### config.mk
export PLATFORM = sky130hd
export DESIGN_NAME = motor_command_frame_parser_core
export DESIGN_NICKNAME = d
export VERILOG_FILES = /design/src/design/mcfp_pkg.sv /design/src/design/mcfp_mode_store.sv /design/src/design/motor_command_frame_parser_core.sv
export SDC_FILE = /design/constraint.sdc
export NUM_CORES = 1
export LEC_CHECK = 0
export CELL_PAD_IN_SITES_DETAIL_PLACEMENT = 1
export CELL_PAD_IN_SITES_GLOBAL_PLACEMENT = 1
export CORE_MARGIN = 10
export CORE_UTILIZATION = 40
export CTS_CLUSTER_SIZE = 14
export DETAILED_ROUTE_END_ITERATION = 10
export DONT_BUFFER_PORTS = 1
export PLACE_DENSITY = 0.65
export SYNTH_ARGS = -nofsm -noshare
export SYNTH_HDL_FRONTEND = slang
export SYNTH_SLANG_ARGS = --single-unit
### constraint.sdc
create_clock -name clk -period 2.75 [get_ports clk]
set_input_delay 0.1375 -clock clk [delete_from_list [all_inputs] [get_ports clk]]
set_output_delay 0.1375 -clock clk [all_outputs]
set_load 0.01 [all_outputs]
### src/design/mcfp_pkg.sv
// Shared types and constants for the motor command frame parser.
// No dependencies; used by mcfp_mode_store, motor_command_frame_parser_core, the checker and testbench.
package mcfp_pkg;

	localparam int MAX_MOTORS = 8;
	localparam int IDX_W      = $clog2(MAX_MOTORS);   // motor address width
	localparam int CNT_W      = 4;                    // motor_count / motor_index width

	localparam logic [CNT_W-1:0] COUNT_RESET = CNT_W'(4);
	localparam logic [CNT_W-1:0] COUNT_MAX   = CNT_W'(MAX_MOTORS);
	localparam logic [IDX_W-1:0] IDX_LAST    = IDX_W'(MAX_MOTORS - 1);

	// header and command bytes
	localparam logic [7:0] HDR_SYNC  = 8'hFF;
	localparam logic [7:0] HDR_ID    = 8'hFD;
	localparam logic [7:0] HDR_RSVD  = 8'h00;
	localparam logic [7:0] CMD_MODES = 8'h01;
	localparam logic [7:0] CMD_TGTS  = 8'h02;

	// stored motor modes that produce a target
	localparam logic [7:0] MODE_CURRENT  = 8'h02;
	localparam logic [7:0] MODE_VELOCITY = 8'h03;

	typedef enum logic [2:0] {
		PH_HDR0    = 3'd0,
		PH_HDR1    = 3'd1,
		PH_HDR2    = 3'd2,
		PH_HDR3    = 3'd3,
		PH_CMD     = 3'd4,
		PH_MODES   = 3'd5,
		PH_TARGETS = 3'd6
	} parse_phase_t;

	typedef enum logic [1:0] {
		ACT_SET_MODE     = 2'd0,
		ACT_SET_CURRENT  = 2'd1,
		ACT_SET_VELOCITY = 2'd2
	} action_t;

	// write request into the mode store
	typedef struct packed {
		logic             en;
		logic [IDX_W-1:0] addr;
		logic [7:0]       data;
	} mode_wr_t;

	// read request into the mode store
	typedef struct packed {
		logic             en;
		logic [IDX_W-1:0] addr;
	} mode_rd_t;

endpackage

### src/design/mcfp_mode_store.sv
// Per-motor mode memory: one write port, one registered read port.
// Entries read as zero until written (valid bit per entry). Depends on mcfp_pkg.
module mcfp_mode_store (
	input  logic                      clk,
	input  logic                      arst_n,
	input  mcfp_pkg::mode_wr_t        wr,
	input  mcfp_pkg::mode_rd_t        rd,
	output logic [7:0]                rd_data
);

	logic [7:0]                     mem_q [mcfp_pkg::MAX_MOTORS];
	logic [mcfp_pkg::MAX_MOTORS-1:0] valid_q;
	logic [7:0]                     rd_data_q;

	always_ff @(posedge clk) begin
		if (wr.en) begin
			mem_q[wr.addr] <= wr.data;
		end
	end

	always_ff @(posedge clk or negedge arst_n) begin
		if (!arst_n) begin
			valid_q <= '0;
		end else if (wr.en) begin
			valid_q[wr.addr] <= 1'b1;
		end
	end

	// same-entry write wins on a colliding read
	always_ff @(posedge clk) begin
		if (rd.en) begin
			if (wr.en && (wr.addr == rd.addr)) begin
				rd_data_q <= wr.data;
			end else if (valid_q[rd.addr]) begin
				rd_data_q <= mem_q[rd.addr];
			end else begin
				rd_data_q <= 8'h00;
			end
		end
	end

	assign rd_data = rd_data_q;

endmodule

### src/design/motor_command_frame_parser_core.sv
// Top level of the motor command frame parser.
// Depends on mcfp_pkg and mcfp_mode_store.

// One received byte is taken per transfer on the s_ side, one byte per clock
// sustained. The parser hunts for the header FF FF FD 00, then reads command
// bytes: command 01 is followed by one mode byte per motor (each is stored and
// reported as a set-mode action), command 02 by two little-endian target bytes
// per motor, reported as a current target (stored mode 2, raw, scaled 1/1638
// by the consumer) or a velocity target (mode 3); other modes swallow the bytes.
// Any other command restarts the header hunt. Results pass the registered
// mode memory read, then the output register. The sustained rate holds
// until the two-deep path (decode stage plus output register) is full and
// m_tready is low; then the input stalls. The user writes motor_count through
// cfg_we/cfg_wdata only while idle; the block does not enforce it;
// 0 acts as 1, values above 8 act as 8. No clearing pass is needed after reset.
module motor_command_frame_parser_core (
	input  logic        clk,
	input  logic        arst_n,
	// configuration
	input  logic        cfg_we,
	input  logic [3:0]  cfg_wdata,   // motor_count
	// byte stream in
	input  logic        s_tvalid,
	output logic        s_tready,
	input  logic [7:0]  s_tdata,     // [7:0] rx_byte
	// actions out
	output logic        m_tvalid,
	input  logic        m_tready,
	output logic [31:0] m_tdata,     // [2:0] motor, [10:3] mode_value,
	                                 // [26:11] target_value, [31:27] zero
	output logic [1:0]  m_tuser      // [1:0] action
);

	localparam int IW = mcfp_pkg::IDX_W;
	localparam int CW = mcfp_pkg::CNT_W;

	// ---------------------------------------------------------------
	// configuration and parse state
	// ---------------------------------------------------------------
	logic [CW-1:0]          count_q;
	mcfp_pkg::parse_phase_t phase_q, phase_d;
	logic [CW-1:0]          idx_q, idx_d;
	logic                   bph_q, bph_d;
	logic [7:0]             low_q, low_d;

	logic       in_xfer;
	logic [7:0] rx;
	logic [CW-1:0] count_eff;
	logic [IW-1:0] idx_c;
	logic [CW-1:0] idx_next;

	// decode stage
	logic          s1_valid_q;
	logic          mode_emit_s1;
	logic          tgt_s1;
	logic [IW-1:0] motor_s1;
	logic [7:0]    mode_byte_s1;
	logic [15:0]   target_s1;

	// candidate produced by this byte
	logic          cand;
	logic          cand_mode;

	// output register
	logic          out_valid_q;
	logic [1:0]    out_action_q;
	logic [IW-1:0] out_motor_q;
	logic [7:0]    out_mode_q;
	logic [15:0]   out_target_q;

	logic               s1_adv;
	logic               s1_emit;
	mcfp_pkg::action_t  s1_action;
	logic [7:0]         rd_mode;
	mcfp_pkg::mode_wr_t mem_wr;
	mcfp_pkg::mode_rd_t mem_rd;

	assign rx      = s_tdata;
	assign s1_adv  = !out_valid_q || m_tready;
	assign s_tready = !s1_valid_q || s1_adv;
	assign in_xfer = s_tvalid && s_tready;

	// clamp register and index to the supported motor range
	always_comb begin
		if (count_q == '0) begin
			count_eff = CW'(1);
		end else if (count_q > mcfp_pkg::COUNT_MAX) begin
			count_eff = mcfp_pkg::COUNT_MAX;
		end else begin
			count_eff = count_q;
		end
		if (idx_q >= mcfp_pkg::COUNT_MAX) begin
			idx_c = mcfp_pkg::IDX_LAST;
		end else begin
			idx_c = idx_q[IW-1:0];
		end
		idx_next = CW'(idx_c) + CW'(1);
	end

	always_ff @(posedge clk or negedge arst_n) begin
		if (!arst_n) begin
			count_q <= mcfp_pkg::COUNT_RESET;
		end else if (cfg_we) begin
			count_q <= cfg_wdata;
		end
	end

	// ---------------------------------------------------------------
	// parse FSM
	// ---------------------------------------------------------------
	always_ff @(posedge clk or negedge arst_n) begin
		if (!arst_n) begin
			phase_q <= mcfp_pkg::PH_HDR0;
			idx_q   <= '0;
			bph_q   <= 1'b0;
			low_q   <= '0;
		end else if (in_xfer) begin
			phase_q <= phase_d;
			idx_q   <= idx_d;
			bph_q   <= bph_d;
			low_q   <= low_d;
		end
	end

	always_comb begin
		phase_d   = phase_q;
		idx_d     = idx_q;
		bph_d     = bph_q;
		low_d     = low_q;
		cand      = 1'b0;
		cand_mode = 1'b0;
		mem_wr    = '{en: 1'b0, addr: idx_c, data: rx};
		mem_rd    = '{en: 1'b0, addr: idx_c};
		unique case (phase_q)
			mcfp_pkg::PH_HDR0: begin
				phase_d = (rx == mcfp_pkg::HDR_SYNC) ? mcfp_pkg::PH_HDR1 : mcfp_pkg::PH_HDR0;
			end
			mcfp_pkg::PH_HDR1: begin
				phase_d = (rx == mcfp_pkg::HDR_SYNC) ? mcfp_pkg::PH_HDR2 : mcfp_pkg::PH_HDR0;
			end
			mcfp_pkg::PH_HDR2: begin
				phase_d = (rx == mcfp_pkg::HDR_ID) ? mcfp_pkg::PH_HDR3 : mcfp_pkg::PH_HDR0;
			end
			mcfp_pkg::PH_HDR3: begin
				phase_d = (rx == mcfp_pkg::HDR_RSVD) ? mcfp_pkg::PH_CMD : mcfp_pkg::PH_HDR0;
			end
			mcfp_pkg::PH_CMD: begin
				if (rx == mcfp_pkg::CMD_MODES) begin
					phase_d = mcfp_pkg::PH_MODES;
					idx_d   = '0;
				end else if (rx == mcfp_pkg::CMD_TGTS) begin
					phase_d = mcfp_pkg::PH_TARGETS;
					idx_d   = '0;
					bph_d   = 1'b0;
				end else begin
					phase_d = mcfp_pkg::PH_HDR0;
				end
			end
			mcfp_pkg::PH_MODES: begin
				mem_wr.en = in_xfer;
				cand      = 1'b1;
				cand_mode = 1'b1;
				idx_d     = idx_next;
				if (idx_next >= count_eff) begin
					phase_d = mcfp_pkg::PH_CMD;
				end
			end
			mcfp_pkg::PH_TARGETS: begin
				if (!bph_q) begin
					low_d = rx;
					bph_d = 1'b1;
				end else begin
					bph_d     = 1'b0;
					cand      = 1'b1;
					mem_rd.en = in_xfer;
					idx_d     = idx_next;
					if (idx_next >= count_eff) begin
						phase_d = mcfp_pkg::PH_CMD;
					end
				end
			end
			default: begin
				phase_d = mcfp_pkg::PH_HDR0;
			end
		endcase
	end

	mcfp_mode_store u_mode_store (
		.clk     (clk),
		.arst_n  (arst_n),
		.wr      (mem_wr),
		.rd      (mem_rd),
		.rd_data (rd_mode)
	);

	// ---------------------------------------------------------------
	// decode stage: mode memory data arrives here
	// ---------------------------------------------------------------
	always_ff @(posedge clk or negedge arst_n) begin
		if (!arst_n) begin
			s1_valid_q <= 1'b0;
		end else if (in_xfer && cand) begin
			s1_valid_q <= 1'b1;
		end else if (s1_adv) begin
			s1_valid_q <= 1'b0;
		end
	end

	always_ff @(posedge clk) begin
		if (in_xfer && cand) begin
			mode_emit_s1 <= cand_mode;
			tgt_s1       <= !cand_mode;
			motor_s1     <= idx_c;
			mode_byte_s1 <= rx;
			target_s1    <= {rx, low_q};
		end
	end

	always_comb begin
		s1_emit   = 1'b0;
		s1_action = mcfp_pkg::ACT_SET_MODE;
		if (mode_emit_s1) begin
			s1_emit = 1'b1;
		end else if (tgt_s1 && (rd_mode == mcfp_pkg::MODE_CURRENT)) begin
			s1_emit   = 1'b1;
			s1_action = mcfp_pkg::ACT_SET_CURRENT;
		end else if (tgt_s1 && (rd_mode == mcfp_pkg::MODE_VELOCITY)) begin
			s1_emit   = 1'b1;
			s1_action = mcfp_pkg::ACT_SET_VELOCITY;
		end
	end

	// ---------------------------------------------------------------
	// output register
	// ---------------------------------------------------------------
	always_ff @(posedge clk or negedge arst_n) begin
		if (!arst_n) begin
			out_valid_q <= 1'b0;
		end else if (s1_adv) begin
			out_valid_q <= s1_valid_q && s1_emit;
		end
	end

	always_ff @(posedge clk) begin
		if (s1_adv && s1_valid_q && s1_emit) begin
			out_action_q <= s1_action;
			out_motor_q  <= motor_s1;
			out_mode_q   <= mode_emit_s1 ? mode_byte_s1 : 8'h00;
			out_target_q <= mode_emit_s1 ? 16'h0000 : target_s1;
		end
	end

	assign m_tvalid = out_valid_q;
	assign m_tuser  = out_action_q;
	assign m_tdata  = {5'b0, out_target_q, out_mode_q, out_motor_q};

endmodule

==> results.json, run 1 <==
{
  "switching_share_pct": 20.34,
  "worstPathArrival_ps": 2810,
  "viasPerCell": 5.329,
  "p_switching_mw": 0.9602,
  "hpwlAfterDp_um": 9727,
  "antenna_found_initial": 1,
  "netlist_area_um2": 6417,
  "grt_pass1_wl_um": 23440,
  "avgSynthCellArea_um2": 15.17,
  "wirelength_um": 14990,
  "synth_edf_count": 122,
  "vdd_ir_drop_max_mv": 0.4259,
  "fp.dieW_um": 146.7,
  "cpPeakStageDelay_ps": 430,
  "crit_chain": "nor2_1 -> inv_2 -> ha_1 -> xor2_1 -> ha_1 -> o21ai_0 -> a31oi_2 -> nor4_4 -> nor4_4 -> mux2_1",
  "core_um2": 15830,
  "hold_viol": 0,
  "cts-root-buf": "clkbuf_16",
  "cts_buffers": 17,
  "synth-seq-cells": 152,
  "post_drt_wl_per_cell_um": 21.69,
  "finalCriticalPeriod_ps": 2511,
  "placementRows": 46,
  "antenna_left": 0,
  "grt_overflow": 0,
  "status": "completed",
  "clkSinkCount": 152,
  "setup_ws_ps": 239.4,
  "rsz0062_at_grt": "false",
  "hold_path.class": "input port to flip-flop",
  "ys_types": 71,
  "leakagePower_nw": 2.731,
  "skew_ps": 5.292,
  "stdcell_area_um2": 7465,
  "worstPathMaxFanout": 4,
  "tns_ps": 0,
  "power.share.combinational_pct": 2.2,
  "startpoint_type": "flip-flop",
  "post_cts_buffers": 0,
  "min_path_cells": 3,
  "r2r_end": "phase_q[2]",
  "dp_cells": 643,
  "die_h_um": 146.7,
  "powerDensity_nw_per_um2": 632.4,
  "crit_type": "flip-flop to flip-flop",
  "ios": 53,
  "start_util_pct": 40.55,
  "clkLatencyLatePin_ps": 420,
  "cts_resized": 0,
  "synth_ff_type": "edfxtp_1",
  "total_power_mw": 4.721,
  "vias": 3682,
  "worstHoldEndpoint": "phase_q[1]",
  "setup_violations": 0,
  "portBuffers": 0,
  "yosys_warnings": 0,
  "internal_power_mw": 3.761,
  "worstHoldStart": "s_tdata[1]",
  "path_clk_slew_ps": 60,
  "drt_iter0_markers": 240,
  "worstPathRequired_ps": 3050,
  "drc": 0,
  "slowest_stage": "dfrtp_1",
  "antenna-diode-count": 0,
  "postPlaceCellArea_um2": 6755,
  "place.gp.congestion": 0.8149,
  "async_flop_share_pct": 19.74,
  "pwr-share-seq_pct": 52.9,
  "reg2reg_depth": 10,
  "r2r-start": "idx_q[3]",
  "grt_usage_pct": 14.37,
  "worst_slew_pin_slew_ps": 616.7,
  "area_growth_pct": 16.32,
  "cp.buffers_inverters": 1,
  "grt_pass1_vias": 4011,
  "rrSetupSlack_ps": 240,
  "synthCells": 423,
  "first_pass_iters": 4,
  "clockPowerShare_pct": 44.9,
  "drv_slew": 0,
  "drive_above_1_share_pct": 21.47,
  "seq_area_frac_synth_pct": 68.80,
  "dp_slack_ps": 208.3,
  "critPathCaptureType": "flip-flop",
  "ctsHoldBuffers": 16,
  "finalCritPeriodShare_pct": 91.30,
  "max_freq_mhz": 398.3,
  "dieArea_um2": 21510,
  "maxCapViolCount": 0,
  "fin_nets": 483,
  "clock_path_buffers": 2,
  "cts_tree": "yes",
  "grt_max_degree": 31,
  "stdcell_count": 691,
  "htree_num_levels": 4,
  "critical-path-top-delay-family": "simple AND/OR/NAND/NOR gates",
  "relSlewSlack_pct": 58.75
}
[layout make-up]
cell class,instances,area (um^2)
inverters,20,77.57
clock buffers,18,429.2
repair buffers,41,357.8
well taps,216,270.3
clock inverters,14,110.1
flip-flops and latches,152,4415
fillers,1552,8363
multi-input cells,230,1804
[synthesized netlist by cell type (4+ instances only)]
| master | n | share of area (%) |
|---|---|---|
| and2_1 | 8 | 0.78 |
| mux2_1 | 8 | 1.4 |
| edfxtp_1 | 122 | 57 |
| a22o_1 | 4 | 0.55 |
| or2_1 | 9 | 0.88 |
| dfrtp_1 | 29 | 11 |
| ha_1 | 4 | 0.78 |
| inv_1 | 17 | 0.99 |
| mux2_4 | 8 | 1.9 |
| nor2b_1 | 18 | 1.8 |
| buf_2 | 10 | 0.78 |
| a21oi_1 | 10 | 0.78 |
| buf_4 | 9 | 1.1 |
| o221ai_1 | 4 | 0.55 |
| mux2_2 | 5 | 0.88 |
| o21ai_0 | 10 | 0.78 |
| o22ai_1 | 7 | 0.68 |
| nand3b_1 | 6 | 0.70 |
| mux2i_1 | 7 | 1.1 |
| nor3_1 | 6 | 0.47 |
| nor2_1 | 16 | 0.94 |
| nand2b_1 | 5 | 0.49 |
| o41ai_2 | 4 | 1.0 |
| nand2_1 | 20 | 1.2 |
[cells by family (layout without fill, tap and decap cells)]
family                   Yosys count  after routing  share of synthesized area (%)
flip-flops                       152            152                          68.80
other                              1              5                        0.05843
XOR/XNOR                           3              3                         0.4095
AND/OR/NAND/NOR                  122            122                          11.93
adder cells (fa/ha/maj)            4              4                         0.7799
buffers and inverters             45             93                          3.626
AO/OA/AOI/OAI                     65             65                          8.091
multiplexers                      31             31                          6.298
[state kept, by name (all words and copies together) (netlist names), 2 cells and up]
register / cells
target_s1: 8
u_mode_store.mem_q: 64
motor_s1: 3
idx_q: 4
u_mode_store.valid_q: 8
phase_q: 3
m_tuser: 2
out_mode_q: 8
count_q: 4
out_motor_q: 3
u_mode_store.rd_data: 8
low_q: 8
out_target_q: 16
mode_byte_s1: 8
[worst max path at each step]
stage | from | to | slack (ps) | depth (start not counted)
2_1_floorplan | idx_q[3] | phase_q[0] | 230 | 11
6_report | idx_q[3] | phase_q[2] | 240 | 10
5_1_grt | idx_q[3] | phase_q[1] | 90 | 10
3_3_place_gp | idx_q[3] | phase_q[1] | 330 | 10
4_1_cts | idx_q[3] | phase_q[0] | 200 | 10
3_5_place_dp | idx_q[3] | phase_q[0] | 210 | 10
[cell usage in the layout (no fill, tap or decap), types with 4 or more instances in the layout]
cell           synthesis  layout
buf_4                  9      25
nor2_1                16      16
mux2_2                 5       5
nor2b_1               18      18
dfrtp_1               29      29
clkbuf_16              0      17
and2_1                 8       8
clkinv_2               0       7
nand2_1               20      20
o22ai_1                7       7
mux2_1                 8       8
edfxtp_1             122     122
mux2_4                 8       8
conb_1                 1       5
a22o_1                 4       4
o21ai_0               10      10
nand3b_1               6       6
o221ai_1               4       4
inv_1                 17      17
a21oi_1               10       8
o41ai_2                4       4
nor3_1                 6       6
or2_1                  9       9
nand2b_1               5       5
ha_1                   4       4
dlygate4sd3_1          0      15
mux2i_1                7       7
[tightest hold or removal path: stages]
cell	delay, ps
mux2i_1	70
o32ai_1	120
mux2_1	140
[metal layers]
metal / track usage [%] / part of all wire [%] / vias up
li1: - / - / 1658
met1: 16.94 / 42 / 1922
met2: 24.37 / 51 / 90
met3: 4.419 / 5.9 / 12
met4: 4.805 / 1.3 / 0
met5: 0 / 0 / -
[stage by stage]
step | util (%) | hold slack, ps
after global routing | 47.16 | 136.8
after CTS | 47.16 | 69.17
final | 47.16 | 92.06
after floorplan | - | -158.1
after detailed placement | 42.68 | -156.8
after global placement | 42.68 | -156.8
[power by group through the flow]
stage	clock network [mW]	logic [mW]	registers (mW)
after floorplan	0	0.0476	2.54
after global placement	0	0.0425	2.54
after detailed placement	0	0.0452	2.55
after CTS	2.17	0.103	2.50
after global routing	2.28	0.111	2.50
final	2.12	0.102	2.50
No activity file was read; power rests on OpenSTA's default activity.
==> run 2, diff against run 1 <==
Settings changed: HOLD_SLACK_MARGIN set to 0.03.
Clock period 2.75 ns to 2.2 ns, I/O delays scaled along.
==> run 2 against run 1 <==
Against the previous run:
- the flow now finishes with violations (negative setup slack)
- first-iteration DRC count decreased by 18%
- worst setup slack got worse by 360 ps
- sequential cell count unchanged
==> results.json, run 2 (same netlist as run 1, synthesis figures left out) <==
{
  "status": "finished, violations left",
  "violations": "negative setup slack",
  "critPathCaptureType": "flip-flop",
  "first_pass_iters": 4,
  "setup_violations": 7,
  "total_power_mw": 6.119,
  "crit_type": "flip-flop to flip-flop",
  "fin_nets": 499,
  "vias": 3691,
  "htree_num_levels": 4,
  "place.gp.congestion": 0.8359,
  "tns_ps": -335.6,
  "hpwlAfterDp_um": 9988,
  "clock_path_buffers": 2,
  "stdcell_area_um2": 7737,
  "die_h_um": 146.7,
  "final_cell_mix": "edfxtp_1 (122), buf_4 (39), dfrtp_1 (28)",
  "vdd_ir_drop_max_mv": 0.6144,
  "clkLatencyLatePin_ps": 440,
  "grt_usage_pct": 14.54,
  "skew_ps": 24.64,
  "antenna_left": 0,
  "grt_pass1_vias": 4051,
  "cts_tree": "yes",
  "dieArea_um2": 21510,
  "leakagePower_nw": 2.844,
  "maxCapViolCount": 0,
  "max_freq_mhz": 430.7,
  "final_common_cell": "edfxtp_1",
  "worst_slew_pin_slew_ps": 751.8,
  "ios": 53,
  "viasPerCell": 5.221,
  "cts_buffers": 17,
  "stdcell_count": 707,
  "core_um2": 15830,
  "worstPathArrival_ps": 2620,
  "worstPathRequired_ps": 2500,
  "start_util_pct": 40.55,
  "clkSinkCount": 152,
  "fp.dieW_um": 146.7,
  "hold_path.class": "input port to flip-flop",
  "placementRows": 46,
  "hold_viol": 0,
  "post_drt_wl_per_cell_um": 21.46,
  "wirelength_um": 15170,
  "worstPathMaxFanout": 4,
  "dp_slack_ps": -164.1,
  "setup_ws_ps": -121.9,
  "grt_pass1_wl_um": 23870,
  "finalCriticalPeriod_ps": 2322,
  "largest-register": "u_mode_store.mem_q",
  "fillerInstances": 1531,
  "rsz0062_at_grt": "true",
  "grt_overflow": 0,
  "dp_cells": 657,
  "antenna_found_initial": 0,
  "path_clk_slew_ps": 60,
  "area_growth_pct": 20.57,
  "top_regs": "u_mode_store.mem_q: 64 flops, out_target_q: 16 flops",
  "grt_max_degree": 31,
  "drive_above_1_share_pct": 25.66,
  "largest_reg_flops": 64,
  "drv_slew": 0,
  "relSlewSlack_pct": 49.50,
  "drt_iter0_markers": 197,
  "finalCritPeriodShare_pct": 105.5,
  "portBuffers": 0,
  "drc": 0,
  "startpoint_type": "flip-flop",
  "postPlaceCellArea_um2": 6905,
  "antenna-diode-count": 0,
  "cts-root-buf": "clkbuf_16",
  "powerDensity_nw_per_um2": 790.8
}
## run 2: changes by cell type in the layout (fill, tap and decap cells not counted), moves of 2 or more
cell        previous run  this run
clkinvlp_4             2         0
clkinv_4               3         6
inv_6                  0         2
o41ai_2                4         0
o41ai_4                0         4
clkinv_2               7         4
buf_12                 1         3
buf_4                 25        39
## run 2: final timing paths
kind                            cells past startpoint  slack, ps        endpoint        start
worst max-delay path                               10       -120      phase_q[2]     idx_q[3]
worst min-delay path                                3        100      phase_q[0]   s_tdata[1]
worst max register to register                     10       -120      phase_q[2]     idx_q[3]
worst min register to register                      0        420  out_motor_q[0]  motor_s1[0]
max in group asynchronous                           2       1800      count_q[2]       arst_n
min in group asynchronous                           2        120           bph_q       arst_n
## run 2: final cells by class
| class | instances | area [um^2] | area share, % |
|---|---|---|---|
| multi-input cells | 230 | 1881 | 24.30 |
| inverters | 20 | 77.57 | 1.003 |
| well taps | 216 | 270.3 | 3.493 |
| flip-flops and latches | 152 | 4417 | 57.08 |
| repair buffers | 57 | 503.0 | 6.501 |
| clock buffers | 18 | 439.2 | 5.676 |
| clock inverters | 14 | 150.1 | 1.940 |
## run 2: per-stage QoR
step           utilization, %  hold WS (ps)
6_report                48.89         103.2
4_1_cts                 48.51         117.7
3_5_place_dp            43.63        -184.8
5_1_grt                 48.89         120.2
3_3_place_gp            43.63        -184.4
2_1_floorplan               -        -185.6
## run 2: what timing repair did
| action | 4_1_cts | 5_1_grt |
|---|---|---|
| hold endpoints to repair | 125 | 0 |
| resized for setup | 2 | 6 |
| gates cloned | 0 | 0 |
| hold buffers | 16 | 0 |
| pin swaps | 0 | 2 |
| buffers inserted | 1 | 2 |
| setup endpoints to repair | 3 | 8 |
## run 2: report_power, final
group          internal (mW)  switching [mW]
clock                   1.71            1.16
sequential              3.11          0.0102
combinational         0.0542          0.0759
total                   4.87            1.25
## run 2: worst max-delay path: stages, from the launching register on
cell and delay (ps):
dfrtp_2 450, nor2_4 140, inv_2 60, ha_4 150
xor2_1 170, ha_1 300, o21ai_2 60, a31oi_2 200
nor4_4 80, nor4_4 240, mux2_1 360
## run 2: per-layer routing
layer	vias up	GRT usage (%)	share of wire [%]
li1	1692	-	-
met1	1899	17.90	43
met2	89	23.26	51
met3	11	4.079	4.9
met4	0	6.607	1.5
met5	-	0	0
==> run 3, diff against run 2 <==
Settings changed: ABC_AREA set to 1, PLACE_DENSITY 0.65 to 0.68.
==> run 3 against run 2 <==
Against the previous run:
- the flow now finishes without violations
- register-to-register slack improved by 290 ps
- via count grew 12%
- combinational power shrank 8%
- area after synthesis hardly changed
- fmax rose by 14%
- cell count grew 23%
- non-clock buffer count decreased by 21
- highest routed layer unchanged
- critical path type unchanged
==> results.json, run 3 <==
{
  "status": "completed",
  "multi_input_area_um2": 1545,
  "switching_share_pct": 19.96,
  "cp.buffers_inverters": 3,
  "finalCriticalPeriod_ps": 2036,
  "slowest_stage": "dfrtp_1",
  "critPathCaptureType": "flip-flop",
  "power.share.combinational_pct": 1.9,
  "register_area_um2": 4418,
  "top_regs": "u_mode_store.mem_q: 64 flops, out_target_q: 16 flops",
  "max_freq_mhz": 491.1,
  "async_flop_share_pct": 19.74,
  "drv_slew": 0,
  "avgSynthCellArea_um2": 10.84,
  "reg2reg_depth": 8,
  "antenna_found_initial": 0,
  "wirelength_um": 16180,
  "path_clk_slew_ps": 70,
  "dp_cells": 820,
  "hold_path.class": "input port to flip-flop",
  "internal_power_mw": 5.050,
  "synthTopCellsByCount": "nand2_1 (144), edfxtp_1 (122), inv_1 (101)",
  "antenna-diode-count": 0,
  "grt_usage_pct": 15.53,
  "largest-register": "u_mode_store.mem_q",
  "drt_iter0_markers": 230,
  "final_cell_mix": "nand2_1 (143), edfxtp_1 (122), inv_1 (101)",
  "synthCells": 592,
  "crit_chain": "inv_1 -> nor2_1 -> nand2_1 -> nand2_1 -> nor2_1 -> nor2_1 -> inv_1 -> buf_12",
  "cts-root-buf": "clkbuf_16",
  "worstPathMaxFanout": 13,
  "core_um2": 15830,
  "area_growth_pct": 18.65,
  "hpwlAfterDp_um": 10900,
  "fp.dieW_um": 146.7,
  "place.gp.congestion": 0.8390,
  "p_switching_mw": 1.259,
  "drive_above_1_share_pct": 14.42,
  "start_util_pct": 40.55,
  "synth_edf_count": 122,
  "synth-seq-cells": 152,
  "grt_overflow": 0,
  "pwr-share-seq_pct": 49.3,
  "hold_viol": 0,
  "netlist_area_um2": 6419,
  "finalCritPeriodShare_pct": 92.55,
  "rrSetupSlack_ps": 160,
  "grt_pass1_wl_um": 25150,
  "relSlewSlack_pct": 53.75,
  "worstHoldStart": "s_tdata[1]",
  "ios": 53,
  "synth.area.top_cells": "edfxtp_1 (57%), dfrtp_1 (11%), nand2_1 (8.4%)",
  "cts_tree": "yes",
  "stdcell_count": 868,
  "placementRows": 46,
  "ys_types": 32,
  "grt_pass1_vias": 4412,
  "drc": 0,
  "dieArea_um2": 21510,
  "clockPowerShare_pct": 48.9,
  "r2r_end": "target_s1[5]",
  "synth_area_leader_cell": "edfxtp_1",
  "cpPeakStageDelay_ps": 400,
  "vias": 4146,
  "worstHoldEndpoint": "phase_q[0]",
  "worst_slew_pin_slew_ps": 691.4,
  "worstPathRequired_ps": 2400,
  "yosys.cell_count.top_type": "nand2_1",
  "portBuffers": 0,
  "fillerInstances": 1729,
  "crit_type": "flip-flop to flip-flop",
  "die_h_um": 146.7,
  "final_common_cell": "nand2_1",
  "powerDensity_nw_per_um2": 828.3,
  "post_drt_wl_per_cell_um": 18.65,
  "total_power_mw": 6.309,
  "first_pass_iters": 4,
  "maxCapViolCount": 0,
  "cp.depth": 8,
  "viasPerCell": 4.776,
  "seq_area_frac_synth_pct": 68.79,
  "antenna_left": 0,
  "critical-path-top-delay-family": "simple AND/OR/NAND/NOR gates",
  "timing.critical_path.mode_cell": "nor2_1",
  "cts_buffers": 17,
  "grt_max_degree": 31,
  "vdd_ir_drop_max_mv": 0.5172,
  "clkSinkCount": 152,
  "synth_top_area_share_pct": 57.08,
  "post_cts_buffers": 0,
  "leakagePower_nw": 3.345,
  "skew_ps": 14.56,
  "r2r-start": "m_tvalid",
  "synth_ff_type": "edfxtp_1",
  "clkLatencyLatePin_ps": 440,
  "yosys_warnings": 0,
  "largest_reg_flops": 64,
  "min_path_cells": 5,
  "clock_path_buffers": 2,
  "htree_num_levels": 4,
  "worstPathArrival_ps": 2240,
  "setup_violations": 0,
  "tns_ps": 0,
  "fin_nets": 660,
  "startpoint_type": "flip-flop"
}
run 3: worst max path at each step:
stage | startpoint | to | slack (ps)
after floorplan | m_tvalid | mode_byte_s1[0] | 30
after global placement | idx_q[3] | phase_q[2] | 270
after detailed placement | idx_q[0] | phase_q[1] | 110
after CTS | idx_q[3] | phase_q[1] | 90
after global routing | idx_q[3] | phase_q[2] | -20
final | m_tvalid | target_s1[5] | 160
run 3: final cells by class:
cell class	instances	area share (%)
Sequential cell	152	58.01
Clock buffer	19	5.684
Inverter	107	5.274
Timing Repair Buffer	36	4.699
Multi-Input combinational cell	325	20.29
Clock inverter	13	2.497
Tap cell	216	3.549
run 3: power groups by stage:
| stage | Sequential, mW | Clock (mW) | Combinational, mW |
|---|---|---|---|
| 6_report | 3.11 | 3.08 | 0.119 |
| 3_5_place_dp | 3.17 | 0 | 0.0417 |
| 3_3_place_gp | 3.17 | 0 | 0.0400 |
| 5_1_grt | 3.11 | 3.26 | 0.133 |
| 4_1_cts | 3.11 | 3.13 | 0.121 |
| 2_1_floorplan | 3.17 | 0 | 0.0411 |
run 3: cell families after synthesis:
family | after synthesis | share of synthesized area, %
mux | 6 | 1.111
fa+ha+maj | 4 | 0.7798
buf+inv | 119 | 7.563
other cells | 1 | 0.05842
flops | 152 | 68.79
simple gates | 285 | 19.63
xor+xnor | 1 | 0.1365
compound gates | 24 | 1.930
run 3: repair_timing:
action / in CTS / in global routing
hold endpoints to repair: 124 / 0
hold buffers: 16 / 0
resized for setup: 0 / 4
setup endpoints to repair: 0 / 3
run 3: per-stage QoR:
stage	area, um^2	hold slack (ps)	setup WS, ps	util [%]
floorplan	6436	-185.6	25.95	-
global placement	6810	-184.0	270.9	43.03
detailed placement	6810	-184.0	113.8	43.03
CTS	7604	60.67	87.72	48.04
global route	7616	93.03	-18.25	48.12
finish	7616	62.81	163.9	48.12
run 3: tightest hold or removal path, stage by stage:
cell     delay, ps
nor3_1          30
nand3_1         90
nand3_1         80
nand3_1         90
nand2_1         60
run 3: metal layers:
metal  up-vias  share of wire, %  GRT usage [%]  wire, um
met1      2060                41          17.97      6673
met5         -                 0              0         0
met3        18               4.4          4.419       717
met4         0               1.0          4.354       167
li1       1995                 -              -         -
met2        73                53          27.36      8625
